--- src/sv/ipsm_pkg.sv ---
// ----------------------------------------------------------------------------
// ipsm_pkg
// Shared widths, controller states and the command/status bundles that pass
// between the square-and-multiply controller and its datapath.
// ----------------------------------------------------------------------------
package ipsm_pkg;

   localparam int BaseW    = 32;
   localparam int ExpW     = 15;
   localparam int PowW     = 64;
   localparam int HalfW    = PowW / 2;
   localparam int IdxW     = $clog2(ExpW);
   localparam int ReqDataW = ((BaseW + ExpW + 7) / 8) * 8;

   typedef enum logic [5:0] {
      ST_IDLE = 6'b000001,
      ST_NEXT = 6'b000010,
      ST_PP0  = 6'b000100,
      ST_PP1  = 6'b001000,
      ST_PP2  = 6'b010000,
      ST_DONE = 6'b100000
   } state_type;

   typedef struct packed {
      logic load;
      logic sq_start;
      logic mul_start;
      logic pp0;
      logic pp1;
      logic pp2;
      logic out_load;
   } cmd_type;

   typedef struct packed {
      logic idx_zero;
      logic exp_bit;
      logic mul_mode;
   } status_type;

endpackage

--- src/sv/ipsm_dp.sv ---
// ----------------------------------------------------------------------------
// ipsm_dp
// Datapath: operand registers, one shared 32x32 multiplier that builds each
// 64-bit wrapped product from three partial products, and the result register.
// ----------------------------------------------------------------------------
module ipsm_dp
   import ipsm_pkg::*;
(
   input  logic                    clock,
   input  logic [BaseW-1:0]        base,
   input  logic [ExpW-1:0]         exponent,
   input  cmd_type                 cmd,
   output status_type              status,
   output logic [PowW-1:0]         power
);

   logic [PowW-1:0]   base_ff, base_in;
   logic [ExpW-1:0]   exp_ff, exp_in;
   logic [IdxW-1:0]   idx_ff, idx_in;
   logic              mode_ff, mode_in;
   logic [PowW-1:0]   acc_ff, acc_in;
   logic [PowW-1:0]   prod_ff, prod_in;
   logic [PowW-1:0]   power_ff, power_in;

   logic [IdxW-1:0]   top_idx;
   logic [HalfW-1:0]  op_x;
   logic [HalfW-1:0]  op_y;
   logic [PowW-1:0]   op_y_full;
   logic [PowW-1:0]   mul;
   logic [HalfW-1:0]  hi_sum;

   // leading one of the incoming exponent (zero when the exponent is zero)
   always_comb begin
      top_idx = '0;
      for (int i = 0; i < ExpW; i++) begin
         if (exponent[i]) begin
            top_idx = IdxW'(i);
         end
      end
   end

   // partial products: lo*lo, then lo*hi and hi*lo into the upper half
   assign op_y_full = mode_ff ? base_ff : acc_ff;
   assign op_x      = cmd.pp2 ? acc_ff[PowW-1:HalfW] : acc_ff[HalfW-1:0];
   assign op_y      = cmd.pp1 ? op_y_full[PowW-1:HalfW] : op_y_full[HalfW-1:0];
   assign mul       = {{HalfW{1'b0}}, op_x} * {{HalfW{1'b0}}, op_y};
   assign hi_sum    = prod_ff[PowW-1:HalfW] + mul[HalfW-1:0];

   always_comb begin
      base_in  = base_ff;
      exp_in   = exp_ff;
      idx_in   = idx_ff;
      mode_in  = mode_ff;
      acc_in   = acc_ff;
      prod_in  = prod_ff;
      power_in = power_ff;
      if (cmd.load) begin
         base_in = {{(PowW-BaseW){base[BaseW-1]}}, base};
         exp_in  = exponent;
         idx_in  = top_idx;
         acc_in  = (exponent == '0) ? PowW'(1) : {{(PowW-BaseW){base[BaseW-1]}}, base};
      end
      if (cmd.sq_start) begin
         idx_in  = idx_ff - IdxW'(1);
         mode_in = 1'b0;
      end
      if (cmd.mul_start) begin
         mode_in = 1'b1;
      end
      if (cmd.pp0) begin
         prod_in = mul;
      end
      if (cmd.pp1) begin
         prod_in = {hi_sum, prod_ff[HalfW-1:0]};
      end
      if (cmd.pp2) begin
         acc_in = {hi_sum, prod_ff[HalfW-1:0]};
      end
      if (cmd.out_load) begin
         power_in = acc_ff;
      end
   end

   always_ff @(posedge clock) begin
      base_ff  <= base_in;
      exp_ff   <= exp_in;
      idx_ff   <= idx_in;
      mode_ff  <= mode_in;
      acc_ff   <= acc_in;
      prod_ff  <= prod_in;
      power_ff <= power_in;
   end

   assign status.idx_zero = (idx_ff == '0);
   assign status.exp_bit  = exp_ff[idx_ff];
   assign status.mul_mode = mode_ff;
   assign power           = power_ff;

endmodule

--- src/sv/ipsm_ctrl.sv ---
// ----------------------------------------------------------------------------
// ipsm_ctrl
// Controller: walks the exponent bits below the leading one, sequences the
// three partial products of each square or multiply, owns the handshakes.
// ----------------------------------------------------------------------------
module ipsm_ctrl
   import ipsm_pkg::*;
(
   input  logic        clock,
   input  logic        reset,
   input  logic        req_tvalid,
   output logic        req_tready,
   output logic        rsp_tvalid,
   input  logic        rsp_tready,
   input  status_type  status,
   output cmd_type     cmd
);

   state_type state_ff, state_in;
   logic      rsp_valid_ff, rsp_valid_in;
   logic      out_free;

   assign req_tready = (state_ff == ST_IDLE);
   assign out_free   = !rsp_valid_ff || rsp_tready;

   always_comb begin
      state_in = state_ff;
      cmd      = '0;
      case (state_ff)
         ST_IDLE: begin
            if (req_tvalid) begin
               cmd.load = 1'b1;
               state_in = ST_NEXT;
            end
         end
         ST_NEXT: begin
            if (status.idx_zero) begin
               state_in = ST_DONE;
            end else begin
               cmd.sq_start = 1'b1;
               state_in     = ST_PP0;
            end
         end
         ST_PP0: begin
            cmd.pp0  = 1'b1;
            state_in = ST_PP1;
         end
         ST_PP1: begin
            cmd.pp1  = 1'b1;
            state_in = ST_PP2;
         end
         ST_PP2: begin
            cmd.pp2 = 1'b1;
            // after a square, multiply by the base when this bit is set
            if (!status.mul_mode && status.exp_bit) begin
               cmd.mul_start = 1'b1;
               state_in      = ST_PP0;
            end else begin
               state_in = ST_NEXT;
            end
         end
         ST_DONE: begin
            if (out_free) begin
               cmd.out_load = 1'b1;
               state_in     = ST_IDLE;
            end
         end
         default: begin
            state_in = ST_IDLE;
         end
      endcase
   end

   assign rsp_valid_in = cmd.out_load || (rsp_valid_ff && !rsp_tready);

   always_ff @(posedge clock) begin
      if (reset) begin
         state_ff     <= ST_IDLE;
         rsp_valid_ff <= 1'b0;
      end else begin
         state_ff     <= state_in;
         rsp_valid_ff <= rsp_valid_in;
      end
   end

   assign rsp_tvalid = rsp_valid_ff;

endmodule

--- src/sv/integer_power_square_multiply.sv ---
// ----------------------------------------------------------------------------
// integer_power_square_multiply
// Raises a signed 32-bit base to a 15-bit unsigned exponent, result wrapped
// to a signed 64-bit value, by left-to-right square-and-multiply.
// ----------------------------------------------------------------------------
// Usage:
//   Request channel (req_*): one request carries base and exponent. It is
//   taken when req_tvalid and req_tready are both high; req_tready is high
//   only while no request is in progress, so one request is worked at a time.
//   Response channel (rsp_*): one response per request carrying the power.
//   It holds in an output register until rsp_tready takes it.
// Sequence:
//   For each exponent bit below the leading one the controller steps the
//   bit index, squares, and multiplies by the base when the bit is set.
//   Every square or multiply runs as three partial products on the single
//   shared 32x32 multiplier (low*low, low*high, high*low). The result then
//   goes to the output register, and the next request is taken once the
//   controller is back in idle.
// Reset: synchronous, returns the controller to idle and drops rsp_tvalid.
// Stall: a finished result waits in the output register; while it waits a
//   new request is still taken and worked, and only its own hand-off holds.
// ----------------------------------------------------------------------------
module integer_power_square_multiply
   import ipsm_pkg::*;
(
   input  logic                 clock,
   input  logic                 reset,
   input  logic                 req_tvalid,
   output logic                 req_tready,
   input  logic [ReqDataW-1:0]  req_tdata,   // [31:0] base, [46:32] exponent, [47] zero
   output logic                 rsp_tvalid,
   input  logic                 rsp_tready,
   output logic [PowW-1:0]      rsp_tdata    // [63:0] power
);

   cmd_type    cmd;
   status_type status;

   // sequence the square and multiply steps
   ipsm_ctrl u_ctrl (
      .clock      (clock),
      .reset      (reset),
      .req_tvalid (req_tvalid),
      .req_tready (req_tready),
      .rsp_tvalid (rsp_tvalid),
      .rsp_tready (rsp_tready),
      .status     (status),
      .cmd        (cmd)
   );

   // hold operands, run the shared multiplier, hold the result
   ipsm_dp u_dp (
      .clock    (clock),
      .base     (req_tdata[BaseW-1:0]),
      .exponent (req_tdata[BaseW+ExpW-1:BaseW]),
      .cmd      (cmd),
      .status   (status),
      .power    (rsp_tdata)
   );

endmodule

--- config.mk ---
export PLATFORM = sky130hd
export DESIGN_NAME = integer_power_square_multiply
export DESIGN_NICKNAME = d
export VERILOG_FILES = /design/src/sv/ipsm_pkg.sv /design/src/sv/ipsm_dp.sv /design/src/sv/ipsm_ctrl.sv /design/src/sv/integer_power_square_multiply.sv
export SDC_FILE = /design/constraint.sdc
export NUM_CORES = 2
export LEC_CHECK = 0
export ABC_AREA = 1
export BUFFER_PORTS_ARGS = -buffer_cell sky130_fd_sc_hd__buf_2
export CAP_MARGIN = 0
export CORE_MARGIN = 5
export CORE_UTILIZATION = 50
export CTS_CLUSTER_SIZE = 16
export DETAILED_ROUTE_END_ITERATION = 12
export PLACE_DENSITY_LB_ADDON = 0.05
export SLEW_MARGIN = 20
export SYNTH_ARGS = -nofsm -noshare
export SYNTH_HDL_FRONTEND = slang
export SYNTH_SLANG_ARGS = --single-unit
--- constraint.sdc ---
create_clock -name clock -period 12.4 [get_ports clock]
set_clock_uncertainty 0.05 [all_clocks]
set_input_delay 0.62 -clock clock [delete_from_list [all_inputs] [get_ports clock]]
set_output_delay 0.62 -clock clock [all_outputs]
set_load 0.01 [all_outputs]
==> impl_metrics.yaml <==
worst_setup_path:
  crit_fanout: 30
  cp_slowest_cell: "fa_1"
  cp.arrival_ps: 11350
  end_kind: "flop"
  reg2reg_slack_ps: 1270
  crit_type: "flop to flop"
  startpoint_type: "flop"
  worst_ep_required_time_ps: 12620
  cpPeakStageDelay_ps: 690
clocking:
  numCtsBuffers: 23
  htree_levels: 1
  postCtsHoldBufs: 0
  cts_buffer_depth: 3
  clock_sink_count: 251
  cts_root_buf: "clkbuf_16"
  postCtsSetupBuffers: 0
  clk_latency_ps: 550
  cts_tree: "yes"
  path_clk_slew_ps: 70
  cts_resized: 0
detailed_routing:
  first_pass_iters: 5
  drt_wl_total_mm: 162
  num_vias: 36383
  ant_nets: 0
  via_per_inst: 5.50
  drt_iter0_drc: 3281
  routedWlPerCell_um: 24.5
  drc: 0
job:
  cap_violations: 0
logic_synthesis:
  synth_xor_area_frac: 0.00924
  synth.top_cell.area_share: 0.395
  synth_warnings: 0
  synthAdderAreaFrac: 0.476
  synth_fp_nets: 6596
  synth.distinct_cells: 41
  syn_area_per_cell_um2: 8.50
  seq_area_frac_synth: 0.164
  synth.top_cells.by_area: "fa_1 39%, edfxtp_1 16%, nand2_1 9.7%"
  synth.most_common_cell: "nand2_1"
  synth_cells: 5351
  synth_common_cells: "1178 x nand2_1, 1146 x inv_1, 897 x fa_1"
  synth_compound_gate_area_share: 0.0487
  yosys.area_share.simple: 0.183
  synth_edf_count: 243
  synthArstFlopShare: 0
  yosysTopAreaCell: "fa_1"
  synth_top_family_by_area: "adder cells"
  ys_ff_latch: 251
  muxShareOfSynthArea: 0
  synth-main-ff-cell: "edfxtp_1"
  synthesis.area_um2: 45500
place:
  gp_congestion: 0.977
  dp_hpwl_mm: 134
  io_buffers: 116
finish:
  drive_above_1_share: 0.0697
  area_delta_synth_final_pct: 6.37
  finalNetCount: 6663
run_status:
  outcome: "complete, no violations"
global_routing:
  grt_pass1_wl_mm: 241
  track_usage: 0.334
  antenna_found_initial: 4
  grt_max_degree: 66
  grt-ovfl-total: 0
  grt_pass1_vias: 36355
floorplan:
  io_pins: 118
  start_util: 0.504
  die_w_um: 312
  die_area_um2: 97100
  core-area_um2: 90100
  rows: 110
  die_y_um: 312
sta:
  slew-limit-headroom: 0.331
  fin_crit_ps: 11130
  finalHoldViolations: 0
  tns_ps: 0
  period_share: 0.897
  maxSlewViolCount: 0
  rsz0062_at_grt: "no"
  worst_pin_slew_ps: 1000
  finalSetupViolCount: 0
  fmax_mhz: 89.9
worst_hold_path:
  hold_class: "primary input to flop"
placed cells by master, fill, tap and decap left out, drive strengths merged:
cell type | synthesis | routed
nand4 | 22 | 22
and2 | 4 | 4
edfxtp | 243 | 243
clkinv | 13 | 16
clkbuf | 74 | 35
nor4 | 5 | 5
o21ai | 138 | 138
a211oi | 1 | 1
nand3 | 169 | 169
or2 | 40 | 40
a21o | 12 | 12
nand3b | 12 | 12
dfxtp | 8 | 8
a21boi | 6 | 6
diode | 0 | 2
o211ai | 33 | 33
a21oi | 127 | 127
buf | 125 | 241
a31oi | 3 | 3
o21a | 39 | 39
nor2 | 645 | 645
nor3 | 19 | 19
bufinv | 0 | 1
xnor2 | 14 | 14
inv | 1176 | 1179
ha | 296 | 296
o21bai | 12 | 12
xor2 | 34 | 34
nand2 | 1178 | 1178
fa | 897 | 897
o22ai | 5 | 5
a22oi | 1 | 1
final cells by class:
class / instances / area (um^2)
fill: 8749 / 41800
multi-input combinational: 3712 / 32700
sequential: 251 / 7460
inverter: 1189 / 4470
timing repair buffer: 241 / 1530
tap: 1176 / 1470
clock buffer: 35 / 631
clock inverter: 7 / 85.1
antenna: 2 / 5.00
metrics by stage:
step                std cells  cell area (um^2)  hold WS [ps]  utilization  setup slack, ps
floorplan                5351             45500           392            -             3770
global placement         6569             47700           414        0.529             1510
detailed placement       6569             47700           417        0.529             1510
CTS                      6611             48400           200        0.537             1410
global route             6611             48400           197        0.537              735
finish                   6613             48400           220        0.537             1270
worst paths after layout:
kind	startpoint	to	cells after the start
max	u_ctrl.state_ff[5]	u_dp.acc_ff[63]	44
max reg2reg	u_ctrl.state_ff[5]	u_dp.acc_ff[63]	44
min	req_tdata[17]	u_dp.base_ff[17]	1
min reg2reg	u_dp.acc_ff[6]	u_dp.power[6]	0
routing by layer:
layer | share of wire | global-route usage | vias up
met3 | 0.095 | 0.0849 | 245
met1 | 0.42 | 0.470 | 18580
li1 | - | - | 16095
met2 | 0.45 | 0.519 | 1459
met4 | 0.037 | 0.0931 | 4
met5 | 0.00014 | 0 | -
critical path: cells and delay by family (launching register included):
kind / cells / cell delay [ps]
XOR/XNOR: 1 / 240
flip-flops: 1 / 350
AO/OA/AOI/OAI: 3 / 790
buffers and inverters: 15 / 2200
AND/OR/NAND/NOR: 15 / 2090
adder cells (fa/ha/maj): 10 / 5050
registers in the layout, indices dropped and copies added (netlist names):
| register | cells |
|---|---|
| u_ctrl.rsp_tvalid | 1 |
| u_dp.mode_ff | 1 |
| u_dp.prod_ff | 64 |
| u_dp.acc_ff | 64 |
| u_dp.base_ff | 32 |
| u_dp.exp_ff | 15 |
| u_dp.idx_ff | 4 |
| u_ctrl.state_ff | 6 |
| u_dp.power | 64 |
kinds of logic after synthesis:
logic type | after synthesis
AND/OR/NAND/NOR | 2094
buffers and inverters | 1388
adder cells (fa/ha/maj) | 1193
AO/OA/AOI/OAI | 377
flip-flops | 251
XOR/XNOR | 48
Power is not shown: default switching activity piles up to over one toggle a cycle in this logic, so the estimate is an artifact.
